`config.mk`:
```
export PLATFORM = sky130hd
export DESIGN_NAME = debounced_counter_seven_segment_scan_flat
export DESIGN_NICKNAME = d
export VERILOG_FILES = /design/src/dcss_pkg.sv /design/src/dcss_channels.sv /design/src/debounced_counter_seven_segment_scan.sv /design/src/dcss_press_counter.sv /design/src/flat_wrapper.sv
export VERILOG_INCLUDE_DIRS = /design/src /design/src/src
export SDC_FILE = /design/constraint.sdc
export NUM_CORES = 1
export LEC_CHECK = 0
export ABC_AREA = 1
export BUFFER_PORTS_ARGS = -buffer_cell sky130_fd_sc_hd__buf_2
export CORE_UTILIZATION = 40
export CTS_CLUSTER_DIAMETER = 30
export CTS_CLUSTER_SIZE = 8
export DETAILED_ROUTE_END_ITERATION = 10
export GPL_ROUTABILITY_DRIVEN = 0
export HOLD_SLACK_MARGIN = 0.1
export MAX_ROUTING_LAYER = met4
export PLACE_DENSITY_LB_ADDON = 0.2
export SLEW_MARGIN = 20
export SYNTH_ARGS = -nofsm -noshare
export SYNTH_HDL_FRONTEND = slang
export SYNTH_SLANG_ARGS = --single-unit
```
`constraint.sdc`:
```
create_clock -name clock -period 4.3 [get_ports clock]
set_clock_uncertainty 0.15 [all_clocks]
set_input_delay 0.645 -clock clock [delete_from_list [all_inputs] [get_ports clock]]
set_output_delay 0.645 -clock clock [all_outputs]
set_load 0.01 [all_outputs]
```
`src/debounced_counter_seven_segment_scan_macros.svh`:
```
// Assertion macros shared by the press counter display block.
`ifndef DEBOUNCED_COUNTER_SEVEN_SEGMENT_SCAN_MACROS_SVH
`define DEBOUNCED_COUNTER_SEVEN_SEGMENT_SCAN_MACROS_SVH

// same-cycle implication, sampled on clock, off during reset
`define DCSS_ASSERT_NOW(label, ante, cons) \
   label: assert property (@(posedge clock) disable iff (reset) (ante) |-> (cons)) \
      else $error("dcss check failed: same-cycle implication");

// next-cycle implication, sampled on clock, off during reset
`define DCSS_ASSERT_NEXT(label, ante, cons) \
   label: assert property (@(posedge clock) disable iff (reset) (ante) |=> (cons)) \
      else $error("dcss check failed: next-cycle implication");

`endif

```
`src/dcss_pkg.sv`:
```
// Types, constants and display functions of the press counter display block.
package dcss_pkg;

   localparam logic [13:0] COUNT_MAX        = 14'd9999;
   localparam logic [15:0] DEBOUNCE_RESET   = 16'd100;
   localparam logic [15:0] BLINK_RESET      = 16'd1000;
   localparam logic [3:0]  BLANK_CODE       = 4'd10;
   localparam logic [3:0]  DIGIT_NINE       = 4'd9;

   localparam logic        CSR_DEBOUNCE_SAMPLES = 1'b0;
   localparam logic        CSR_BLINK_RELOAD     = 1'b1;

   localparam logic [1:0]  POS_THOUSANDS = 2'd0;
   localparam logic [1:0]  POS_HUNDREDS  = 2'd1;
   localparam logic [1:0]  POS_TENS      = 2'd2;
   localparam logic [1:0]  POS_UNITS     = 2'd3;

   typedef struct packed {
      logic [3:0] th;
      logic [3:0] hu;
      logic [3:0] te;
      logic [3:0] un;
   } bcd_type;

   typedef struct packed {
      logic [13:0] count;
      bcd_type     digits;
   } count_state_type;

   typedef struct packed {
      logic [6:0]  segments;
      logic [3:0]  digit_enables_n;
      logic        status_led;
      logic [13:0] count_value;
   } rsp_word_type;

   function automatic logic [3:0] digit_code(input bcd_type d, input logic [1:0] pos);
      logic b0;
      logic b1;
      logic b2;
      logic [3:0] code;
      b0 = (d.th == 4'd0);
      b1 = b0 && (d.hu == 4'd0);
      b2 = b1 && (d.te == 4'd0);
      unique case (pos)
         POS_THOUSANDS: code = b0 ? BLANK_CODE : d.th;
         POS_HUNDREDS:  code = b1 ? BLANK_CODE : d.hu;
         POS_TENS:      code = b2 ? BLANK_CODE : d.te;
         POS_UNITS:     code = d.un;
         default:       code = d.un;
      endcase
      return code;
   endfunction

   function automatic logic [6:0] seg_pattern(input logic [3:0] code);
      logic [6:0] pat;
      unique case (code)
         4'd0:    pat = 7'h3f;
         4'd1:    pat = 7'h06;
         4'd2:    pat = 7'h5b;
         4'd3:    pat = 7'h4f;
         4'd4:    pat = 7'h66;
         4'd5:    pat = 7'h6d;
         4'd6:    pat = 7'h7d;
         4'd7:    pat = 7'h07;
         4'd8:    pat = 7'h7f;
         4'd9:    pat = 7'h6f;
         default: pat = 7'h00;
      endcase
      return pat;
   endfunction

endpackage

```
`src/dcss_channels.sv`:
```
// Valid/ready channel interfaces for sample words and result words.
interface dcss_req_if;
   logic valid;
   logic ready;
   logic button_level;
   logic scan_tick;

   modport source (output valid, output button_level, output scan_tick, input ready);
   modport sink   (input valid, input button_level, input scan_tick, output ready);
endinterface

interface dcss_rsp_if;
   logic       valid;
   logic       ready;
   logic [6:0] segments;
   logic [3:0] digit_enables_n;
   logic       status_led;
   logic [13:0] count_value;

   modport source (output valid, output segments, output digit_enables_n,
                   output status_led, output count_value, input ready);
   modport sink   (input valid, input segments, input digit_enables_n,
                   input status_led, input count_value, output ready);
endinterface

```
`src/debounced_counter_seven_segment_scan.sv`:
```
// Top level: debounced press counter driving a scanned four-digit display.
// Each accepted sample word's result goes to the output register, or to the skid entry if that is held.
// Throughput: one sample word per cycle while the skid entry is empty; the
// two-entry output buffer lets a word enter while a result is held by the sink.
// Reset (synchronous): count, phase, scan and latch state clear; debounce and
// blink counts and registers go to 100/1000 samples/ticks; output buffer empties.
`include "debounced_counter_seven_segment_scan_macros.svh"

module debounced_counter_seven_segment_scan
   import dcss_pkg::*;
(
   input  logic        clock,
   input  logic        reset,
   dcss_req_if.sink    req_ch,
   dcss_rsp_if.source  rsp_ch,
   input  logic        csr_write_enable,
   input  logic        csr_index,
   input  logic [15:0] csr_write_data
);

   logic [15:0] debounce_samples_ff;
   logic [15:0] blink_reload_ff;

   logic        accept;
   logic        take;
   count_state_type count_next;

   logic [15:0] blink_rem_ff, blink_rem_in;
   logic        blink_phase_ff, blink_phase_in;
   logic        led_ff, led_in;
   logic [1:0]  scan_ff, scan_in;
   logic [6:0]  segment_latch_ff, segment_latch_in;
   logic [3:0]  enable_latch_ff, enable_latch_in;
   logic [15:0] blink_base;

   rsp_word_type word_in;
   rsp_word_type out_word_ff, skid_word_ff;
   logic         out_valid_ff, skid_valid_ff;

   assign req_ch.ready = !skid_valid_ff;
   assign accept       = req_ch.valid && !skid_valid_ff;
   assign take         = out_valid_ff && rsp_ch.ready;

   always_ff @(posedge clock) begin
      if (reset) begin
         debounce_samples_ff <= DEBOUNCE_RESET;
         blink_reload_ff     <= BLINK_RESET;
      end else if (csr_write_enable) begin
         unique case (csr_index)
            CSR_DEBOUNCE_SAMPLES: debounce_samples_ff <= csr_write_data;
            CSR_BLINK_RELOAD:     blink_reload_ff     <= csr_write_data;
            default:              debounce_samples_ff <= debounce_samples_ff;
         endcase
      end
   end

   dcss_press_counter u_counter (
      .clock            (clock),
      .reset            (reset),
      .accept           (accept),
      .button_level     (req_ch.button_level),
      .debounce_samples (debounce_samples_ff),
      .count_next       (count_next)
   );

   always_comb begin
      blink_rem_in     = blink_rem_ff;
      blink_phase_in   = blink_phase_ff;
      led_in           = led_ff;
      scan_in          = scan_ff;
      segment_latch_in = segment_latch_ff;
      enable_latch_in  = enable_latch_ff;
      blink_base       = blink_rem_ff;
      if (accept && req_ch.scan_tick) begin
         if (blink_rem_ff == 16'd0) begin
            blink_base     = blink_reload_ff;
            led_in         = blink_phase_ff;
            blink_phase_in = !blink_phase_ff;
         end
         blink_rem_in     = blink_base - 16'd1;
         enable_latch_in  = ~(4'b0001 << scan_ff);
         segment_latch_in = seg_pattern(digit_code(count_next.digits, scan_ff));
         scan_in          = scan_ff + 2'd1;
      end
   end

   always_ff @(posedge clock) begin
      if (reset) begin
         blink_rem_ff     <= BLINK_RESET;
         blink_phase_ff   <= 1'b0;
         led_ff           <= 1'b0;
         scan_ff          <= 2'd0;
         segment_latch_ff <= 7'd0;
         enable_latch_ff  <= 4'd0;
      end else begin
         blink_rem_ff     <= blink_rem_in;
         blink_phase_ff   <= blink_phase_in;
         led_ff           <= led_in;
         scan_ff          <= scan_in;
         segment_latch_ff <= segment_latch_in;
         enable_latch_ff  <= enable_latch_in;
      end
   end

   assign word_in = '{segments:        segment_latch_in,
                      digit_enables_n: enable_latch_in,
                      status_led:      led_in,
                      count_value:     count_next.count};

   // output register plus skid entry
   always_ff @(posedge clock) begin
      if (reset) begin
         out_valid_ff  <= 1'b0;
         skid_valid_ff <= 1'b0;
      end else if (take) begin
         if (skid_valid_ff) begin
            out_valid_ff  <= 1'b1;
            skid_valid_ff <= 1'b0;
         end else begin
            out_valid_ff  <= accept;
         end
      end else if (!out_valid_ff) begin
         out_valid_ff <= accept;
      end else if (accept) begin
         skid_valid_ff <= 1'b1;
      end
   end

   always_ff @(posedge clock) begin
      if (take && skid_valid_ff) begin
         out_word_ff <= skid_word_ff;
      end else if (accept && (take || !out_valid_ff)) begin
         out_word_ff <= word_in;
      end
      if (accept && out_valid_ff && !take) begin
         skid_word_ff <= word_in;
      end
   end

   assign rsp_ch.valid           = out_valid_ff;
   assign rsp_ch.segments        = out_word_ff.segments;
   assign rsp_ch.digit_enables_n = out_word_ff.digit_enables_n;
   assign rsp_ch.status_led      = out_word_ff.status_led;
   assign rsp_ch.count_value     = out_word_ff.count_value;

   `DCSS_ASSERT_NOW(a_count_in_range, 1'b1, count_next.count <= COUNT_MAX)
   `DCSS_ASSERT_NOW(a_skid_behind_out, skid_valid_ff, out_valid_ff)
   `DCSS_ASSERT_NEXT(a_tick_one_digit, accept && req_ch.scan_tick, $countones(enable_latch_ff) == 3)
   `DCSS_ASSERT_NEXT(a_latch_hold, !reset && !(accept && req_ch.scan_tick), $stable(enable_latch_ff) && $stable(segment_latch_ff) && $stable(led_ff))

endmodule

```
`src/dcss_press_counter.sv`:
```
// Button debouncer with saturating binary and BCD press count.
module dcss_press_counter
   import dcss_pkg::*;
(
   input  logic            clock,
   input  logic            reset,
   input  logic            accept,
   input  logic            button_level,
   input  logic [15:0]     debounce_samples,
   output count_state_type count_next
);

   logic        phase_ff, phase_in;
   logic [15:0] remaining_ff, remaining_in;
   logic [13:0] count_ff, count_in;
   bcd_type     digits_ff, digits_in;
   logic        complete;

   always_comb begin
      phase_in     = phase_ff;
      remaining_in = remaining_ff;
      complete     = 1'b0;
      if (accept) begin
         if (button_level == !phase_ff) begin
            if (remaining_ff <= 16'd1) begin
               remaining_in = debounce_samples;
               phase_in     = !phase_ff;
               complete     = phase_ff;
            end else begin
               remaining_in = remaining_ff - 16'd1;
            end
         end else begin
            remaining_in = debounce_samples;
         end
      end
   end

   always_comb begin
      count_in  = count_ff;
      digits_in = digits_ff;
      if (complete && (count_ff < COUNT_MAX)) begin
         count_in = count_ff + 14'd1;
         if (digits_ff.un == DIGIT_NINE) begin
            digits_in.un = 4'd0;
            if (digits_ff.te == DIGIT_NINE) begin
               digits_in.te = 4'd0;
               if (digits_ff.hu == DIGIT_NINE) begin
                  digits_in.hu = 4'd0;
                  digits_in.th = digits_ff.th + 4'd1;
               end else begin
                  digits_in.hu = digits_ff.hu + 4'd1;
               end
            end else begin
               digits_in.te = digits_ff.te + 4'd1;
            end
         end else begin
            digits_in.un = digits_ff.un + 4'd1;
         end
      end
   end

   always_ff @(posedge clock) begin
      if (reset) begin
         phase_ff     <= 1'b0;
         remaining_ff <= DEBOUNCE_RESET;
         count_ff     <= 14'd0;
         digits_ff    <= '0;
      end else begin
         phase_ff     <= phase_in;
         remaining_ff <= remaining_in;
         count_ff     <= count_in;
         digits_ff    <= digits_in;
      end
   end

   assign count_next = '{count: count_in, digits: digits_in};

endmodule
```
`src/flat_wrapper.sv`:
```
// flat-port wrapper written by rule: the top's interface ports become plain ports
module debounced_counter_seven_segment_scan_flat import dcss_pkg::*;
  (clock, reset, csr_write_enable, csr_index, csr_write_data, req_ch_valid, req_ch_button_level, req_ch_scan_tick, req_ch_ready, rsp_ch_valid, rsp_ch_segments, rsp_ch_digit_enables_n, rsp_ch_status_led, rsp_ch_count_value, rsp_ch_ready);
  dcss_req_if req_ch_i ();
  dcss_rsp_if rsp_ch_i ();
  input  logic clock;
  input  logic reset;
  input  logic csr_write_enable;
  input  logic csr_index;
  input  logic [15:0] csr_write_data;
  input wire logic [$bits(req_ch_i.valid)-1:0] req_ch_valid;
  input wire logic [$bits(req_ch_i.button_level)-1:0] req_ch_button_level;
  input wire logic [$bits(req_ch_i.scan_tick)-1:0] req_ch_scan_tick;
  output wire logic [$bits(req_ch_i.ready)-1:0] req_ch_ready;
  output wire logic [$bits(rsp_ch_i.valid)-1:0] rsp_ch_valid;
  output wire logic [$bits(rsp_ch_i.segments)-1:0] rsp_ch_segments;
  output wire logic [$bits(rsp_ch_i.digit_enables_n)-1:0] rsp_ch_digit_enables_n;
  output wire logic [$bits(rsp_ch_i.status_led)-1:0] rsp_ch_status_led;
  output wire logic [$bits(rsp_ch_i.count_value)-1:0] rsp_ch_count_value;
  input wire logic [$bits(rsp_ch_i.ready)-1:0] rsp_ch_ready;
  assign req_ch_i.valid = req_ch_valid;
  assign req_ch_i.button_level = req_ch_button_level;
  assign req_ch_i.scan_tick = req_ch_scan_tick;
  assign req_ch_ready = req_ch_i.ready;
  assign rsp_ch_valid = rsp_ch_i.valid;
  assign rsp_ch_segments = rsp_ch_i.segments;
  assign rsp_ch_digit_enables_n = rsp_ch_i.digit_enables_n;
  assign rsp_ch_status_led = rsp_ch_i.status_led;
  assign rsp_ch_count_value = rsp_ch_i.count_value;
  assign rsp_ch_i.ready = rsp_ch_ready;
  debounced_counter_seven_segment_scan u_core (.clock(clock), .reset(reset), .req_ch(req_ch_i), .rsp_ch(rsp_ch_i), .csr_write_enable(csr_write_enable), .csr_index(csr_index), .csr_write_data(csr_write_data));
endmodule
```
# --- Yosys cells after proc, flatten, opt, wreduce, memory -nomap -nowiden ---
# Memories as Yosys holds them, arrays and structs flattened.
# Cells that the tools add are included.
word_totals:
  mem_count: 1
  output_inout_bits: 28
  mem_bits_ro: 112
  in_bits: 24
  word_cells: 103
  regBits: 164
memory_table:
  columns: ["name", "depth", "word_bits", "read_ports", "rd_clocked_by_memory_dff", "write_ports", "line_no", "text"]
  rows:
  - ["(name not given)", 16, 7, 1, 0, 0, "dcss_pkg.sv:57", "unique case (code)"]
op_classes:
  n_reduce_logical: 28
  n_lt_le_gt_ge: 2
  shifts: 1
  muxes: 29
  n_bitwise: 2
  add_sub_neg: 8
  eq_ne: 7
op_table:
  columns: ["op", "n"]
  rows:
  - ["$mux W16", 5]
  - ["$mux W26", 2]
  - ["$mux W4", 9]
  - ["$sub A16 B1 Y16 const B", 2]
  - ["$add A4 B1 Y4 const B", 4]
  - ["$le A16 B1 Y1 const B", 1]
  - ["$logic_not A16 Y1", 1]
  - ["$pmux W4 S4", 1]
  - ["$add A14 B1 Y14 const B", 1]
  - ["$lt A14 B14 Y1 const B", 1]
  - ["$mux W14", 1]
  - ["$eq A4 B4 Y1 const B", 3]
  - ["$logic_not A4 Y1", 3]
  - ["$mux W12", 1]
  - ["$logic_and A1 B1 Y1", 10]
  - ["$mux W1", 8]
  - ["$mux W8", 1]
  - ["$reduce_and A2 Y1", 4]
  - ["$mux W7", 1]
  - ["$logic_not A1 Y1", 5]
  - ["$eq A2 B2 Y1 const B", 2]
  - ["$not A4 Y4", 1]
  - ["$shl A1 B2 Y4 const A", 1]
  - ["$reduce_and A3 Y1", 1]
  - ["other kinds (8)", 8]

# --- Logic depth before layout (Yosys ltp) ---
# An unclocked memory read counts as a cell.
depth:
  word_depth: 16
  ltp_mapped: 28

# --- Cells and area by module ---
# From an unflattened synthesis, not the netlist that was laid out.
hier_totals:
  cells_unflattened: 1188
  area_unflattened_um2: 8491.9
modules_own_cells:
  columns: ["module", "seq_area_each_um2", "cells_each", "instances", "area_each_um2"]
  rows:
  - ["debounced_counter_seven_segment_scan", 2862.7, 662, 1, 5351.4]
  - ["dcss_press_counter", 940.9, 526, 1, 3140.5]

# --- Least setup slack after synthesis ---
# OpenSTA, ideal clock, no wires.
synth_timing:
  path_type: "in2reg"
  from: "in req_ch_valid"
  to: "reg u_core.out_word_ff, in the netlist u_core.rsp_ch.count_value[0], enable pin"
  arrival_time_ns: 2.817
  t_required_ns: 3.705
  path_slack_ns: 0.888
  path_stages: 3
  n_path_buf: 1
  path_cell_list: "nand2_8 clkbuf_1 o21ai_0"
synth_via:
  elab_chain_cells: 3
synth_rtl:
  columns: ["element", "line_no", "text"]
  rows:
  - ["start: declaration", "flat_wrapper.sv:11", "input wire logic [$bits(req_ch_i.valid)-1:0] req_ch_valid;"]
  - ["$logic_and A1 B1 Y1", "debounced_counter_seven_segment_scan.sv:41", "assign accept = req_ch.valid && !skid_valid_ff;"]
  - ["$logic_and A1 B1 Y1", "debounced_counter_seven_segment_scan.sv:132", "end else if (accept && (take || !out_valid_ff)) begin"]
  - ["$reduce_bool A2 Y1 (no source line)", null, null]
  - ["end signal: assignment", "debounced_counter_seven_segment_scan.sv:131", "out_word_ff <= skid_word_ff;"]
  - ["end signal: assignment", "debounced_counter_seven_segment_scan.sv:133", "out_word_ff <= word_in;"]
  - ["end: declaration", "debounced_counter_seven_segment_scan.sv:37", "rsp_word_type out_word_ff, skid_word_ff;"]
# Every way passes these cells.
# A chain may end at the register's enable or synchronous reset.

# --- Final worst setup path ---
layout_timing:
  from: "reg u_core.u_counter.remaining_ff[0]"
  to: "reg u_core.skid_word_ff[22] (netlist name), data pin"
layout_via:
  elab_chain_cells: 14
layout_rtl:
  columns: ["element", "line_no", "text"]
  rows:
  - ["start: declaration", "dcss_press_counter.sv:14", "logic [15:0] remaining_ff, remaining_in;"]
  - ["start signal: assignment", "dcss_press_counter.sv:70", "remaining_ff <= remaining_in;"]
  - ["$le A16 B1 Y1 (*)", "dcss_press_counter.sv:25", "if (remaining_ff <= 16'd1) begin"]
  - ["$mux W1 (*)", "dcss_press_counter.sv:25", null]
  - ["$mux W1 (*)", "dcss_press_counter.sv:24", "if (button_level == !phase_ff) begin"]
  - ["$mux W1 (*)", "dcss_press_counter.sv:23", "if (accept) begin"]
  - ["$logic_and A1 B1 Y1 (*)", "dcss_press_counter.sv:41", "if (complete && (count_ff < COUNT_MAX)) begin"]
  - ["$mux W16 (*)", "dcss_press_counter.sv:41", null]
  - ["$logic_not A4 Y1 (on tied branches)", "dcss_pkg.sv:42, dcss_pkg.sv:43", null]
  - ["$logic_and A1 B1 Y1", "dcss_pkg.sv:43", "b1 = b0 && (d.hu == 4'd0);"]
  - ["$logic_and A1 B1 Y1", "dcss_pkg.sv:44", "b2 = b1 && (d.te == 4'd0);"]
  - ["$mux W4", "dcss_pkg.sv:48", "POS_TENS: code = b2 ? BLANK_CODE : d.te;"]
  - ["$pmux W4 S4 (*)", "dcss_pkg.sv:45", "unique case (pos)"]
  - ["$mux W4 (*)", "debounced_counter_seven_segment_scan.sv:74", "if (accept && req_ch.scan_tick) begin"]
  - ["$mem_v2 Z16 W7 (*)", null, null]
  - ["$mux W7 (*)", "debounced_counter_seven_segment_scan.sv:74", null]
  - ["named net u_core.segment_latch_in[3]", "debounced_counter_seven_segment_scan.sv:32", "logic [6:0] segment_latch_ff, segment_latch_in;"]
  - ["end signal: assignment", "debounced_counter_seven_segment_scan.sv:136", "skid_word_ff <= word_in;"]
  - ["end: declaration", "debounced_counter_seven_segment_scan.sv:37", null]
# The timed path passes the listed nets; every way through them passes the cells marked *. The select of a mux whose other input is x is not followed.

==> impl_metrics.toml <==
[clocking]
num_cts_buffers = 17
clkTransAtPathRegs_ps = 70
hold_buffers = 0
root_buffer = "sky130_fd_sc_hd__clkbuf_16"
worst_skew_pair.late_latency_ps = 430
numClockSinks = 164
cts_setup_buffers = 0
cts_htree_levels = 4
post_cts_resized = 0
cts_tree = "yes"
clk_path_buf_depth = 2

[power_and_ir_drop]
power_density_nw_per_um2 = 398
p_leak_nw = 3.93
peakVddDrop_mv = 0.345

[timing]
timing_hold_violations_final = 0
setup_viol = 0
slew-limit-headroom_pct = 47.4
tightest_slew_ps = 788
fin_crit_sh_pct = 86.8
grt_setup_unrepaired = "no"
fin_hold_ws_ps = 301
maxClockFrequency_mhz = 268
final_period_minus_worst_setup_slack_ps = 3730
final_max_tran_viols = 0
fin_setup_tns_ps = 0

[drt]
drc = 0
drtPass1Iterations = 4
detail_route.wirelength_mm = 17.4
detail-route-antenna-nets = 0
num_vias = 6448
vias_per_cell = 4.79
dr.first_iter.drc_count = 322
wire_per_inst_um = 12.9

[layout]
insertedDiodeCount = 0
final_common_cell = "sky130_fd_sc_hd__nand2_1"
synthToLayoutAreaGrowth_pct = 13.1
layout.core_utilization_pct = 46.6
final_net_count = 1109
final_cells = 1347
fill_cells = 2010
final_cell_mix = "191 x sky130_fd_sc_hd__nand2_1, 135 x sky130_fd_sc_hd__inv_1, 128 x sky130_fd_sc_hd__nor2_1"
fraction_of_final_layout_cells_sized_beyond_drive_strength_1_pct = 15.3

[die]
fp.dieW_um = 144
design.die.area_sq_um = 20700
boundaryPins = 52
initial_core_util_pct = 41.2
placementRows = 51
floorplan.die.height_um = 144
floorplan.core_area_sq_um = 19600

[placed_design]
dp.cells = 1315
placed_wire_length_estimate_after_detailed_placement_mm = 12.1
port_bufs = 51

[synthesis]
ys.warnings.count = 0
postSynth.topFlopCell = "sky130_fd_sc_hd__dfxtp_1"
syn-instance-count = 1028
ys_seq_area_share_pct = 47.2
synth-seq-cells = 164
net_count_of_the_mapped_netlist = 1068
synth_cell_types = 48
share_of_async_settable_or_async_resettable_flops_after_synthesis_pct = 0
count_of_flip_flops_with_a_built_in_enable_after_synthesis = 52
syn_area_sq_um = 8060
mean_post_synth_cell_area_sq_um = 7.84

[worst_setup_path]
slowest_stage = "sky130_fd_sc_hd__dfxtp_1"
critical_path_peak_fanout = 14
critical-path-top-cell-by-count = "sky130_fd_sc_hd__nand2_1"
worst_ep_required_time_ps = 4330
startpoint_type = "register"
worst-setup-path-type = "reg2reg"
cpPeakStageDelay_ps = 330
setup.worst_path.end_class = "register"
cp.arrival_ps = 3770
reg2reg_depth = 26

[worst_hold_path]
hold_path_depth = 2
min_path_type = "reg2reg"

[grt]
number_of_global_route_vias_before_repair = 6232
grt_usage_pct = 18.9
antenna_found_initial = 0
globalRouteOverflowTotal = 0
grt_pass1_wl_mm = 29.8
grt_max_degree = 61

[job]
cap_viol_max_count = 0

[run_status]
run_status = "finished, final reports clean"
## layout make-up
type	count	area, sq um	share of cell area, %
tap	265	332	3.64
inverter	137	514	5.64
clock inverter	12	143	1.56
clock buffer	20	447	4.90
timing repair buffer	60	323	3.54
multi-input combinational	689	3560	39.0
sequential	164	3800	41.7
## kinds of logic (layout without fill, tap and decap cells)
family / Yosys count / in the layout / share of synthesized area [%]
and+or+nand+nor: 459 / 459 / 26.2
AOI/OAI and AO/OA: 195 / 195 / 13.3
buffers and inverters: 175 / 229 / 8.85
DFF: 164 / 164 / 47.2
xor gates and xnor gates: 19 / 19 / 2.06
adders and majority gates: 16 / 16 / 2.48
## routing by layer
layer	wire length [um]	track usage (%)
met5	0	-
met2	8290	31.0
met3	490	3.01
met1	8310	23.7
met4	284	6.16
## power by group
part           internal (W)  leakage [nW]  total, W  switching, W
combinational      0.000128          2.24  0.000373      0.000245
sequential          0.00169          1.41   0.00173     0.0000410
clock              0.000881         0.275   0.00153      0.000646
total               0.00270          3.93   0.00363      0.000932
## worst max-delay path, delay by kind of cell (launching register included)
family / cells / cell delay, ps
adders and majority gates: 2 / 510
buffers and inverters: 5 / 380
DFF: 1 / 330
and+or+nand+nor: 17 / 1820
AOI/OAI and AO/OA: 2 / 310
## cell usage after synthesis, types with 11 or more instances
cell type	number	area share, %
sky130_fd_sc_hd__edfxtp_1	52	19
sky130_fd_sc_hd__or2_2	12	0.93
sky130_fd_sc_hd__nand3_1	49	3.0
sky130_fd_sc_hd__nor2_2	14	1.1
sky130_fd_sc_hd__nand4_1	11	0.85
sky130_fd_sc_hd__dfxtp_1	112	28
sky130_fd_sc_hd__o21ai_0	99	6.1
sky130_fd_sc_hd__nand2_2	21	1.6
sky130_fd_sc_hd__xor2_1	16	1.7
sky130_fd_sc_hd__clkbuf_1	26	1.2
sky130_fd_sc_hd__inv_1	135	6.3
sky130_fd_sc_hd__nand2_1	191	8.9
sky130_fd_sc_hd__a21oi_1	63	3.9
sky130_fd_sc_hd__nor2_1	130	6.1
sky130_fd_sc_hd__ha_1	16	2.5
## registers in the layout (all words and copies together), names as in the netlist
signal / count
u_core.rsp_ch.digit_enables_n: 4
u_core.rsp_ch.count_value: 14
u_core.u_counter.remaining_ff: 16
u_core.scan_ff: 2
u_core.segment_latch_ff: 7
u_core.u_counter.phase_ff: 1
u_core.rsp_ch.valid: 1
u_core.u_counter.count_ff: 14
u_core.debounce_samples_ff: 16
u_core.blink_phase_ff: 1
u_core.u_counter.digits_ff: 16
u_core.enable_latch_ff: 4
u_core.skid_word_ff: 26
u_core.blink_reload_ff: 16
u_core.rsp_ch.status_led: 1
u_core.blink_rem_ff: 16
u_core.rsp_ch.segments: 7
u_core.skid_valid_ff: 1
u_core.led_ff: 1
## through the flow
step	instance area [sq um]	worst slack (ps)	power [W]
after floorplan	8060	888	0.00203
after global placement	8530	585	0.00214
after detailed placement	8530	470	0.00214
after CTS	9120	584	0.00367
after global routing	9120	172	0.00380
final	9120	566	0.00363
## path summary, 6_finish.rpt
path / end / slack (ps) / start
max: u_core.skid_word_ff[22] / 570 / u_core.u_counter.remaining_ff[0]
min: u_core.blink_reload_ff[1] / 300 / u_core.blink_reload_ff[1]
max reg2reg: u_core.skid_word_ff[22] / 570 / u_core.u_counter.remaining_ff[0]
min reg2reg: u_core.blink_reload_ff[1] / 300 / u_core.blink_reload_ff[1]
No activity file was read; power rests on OpenSTA's default activity.
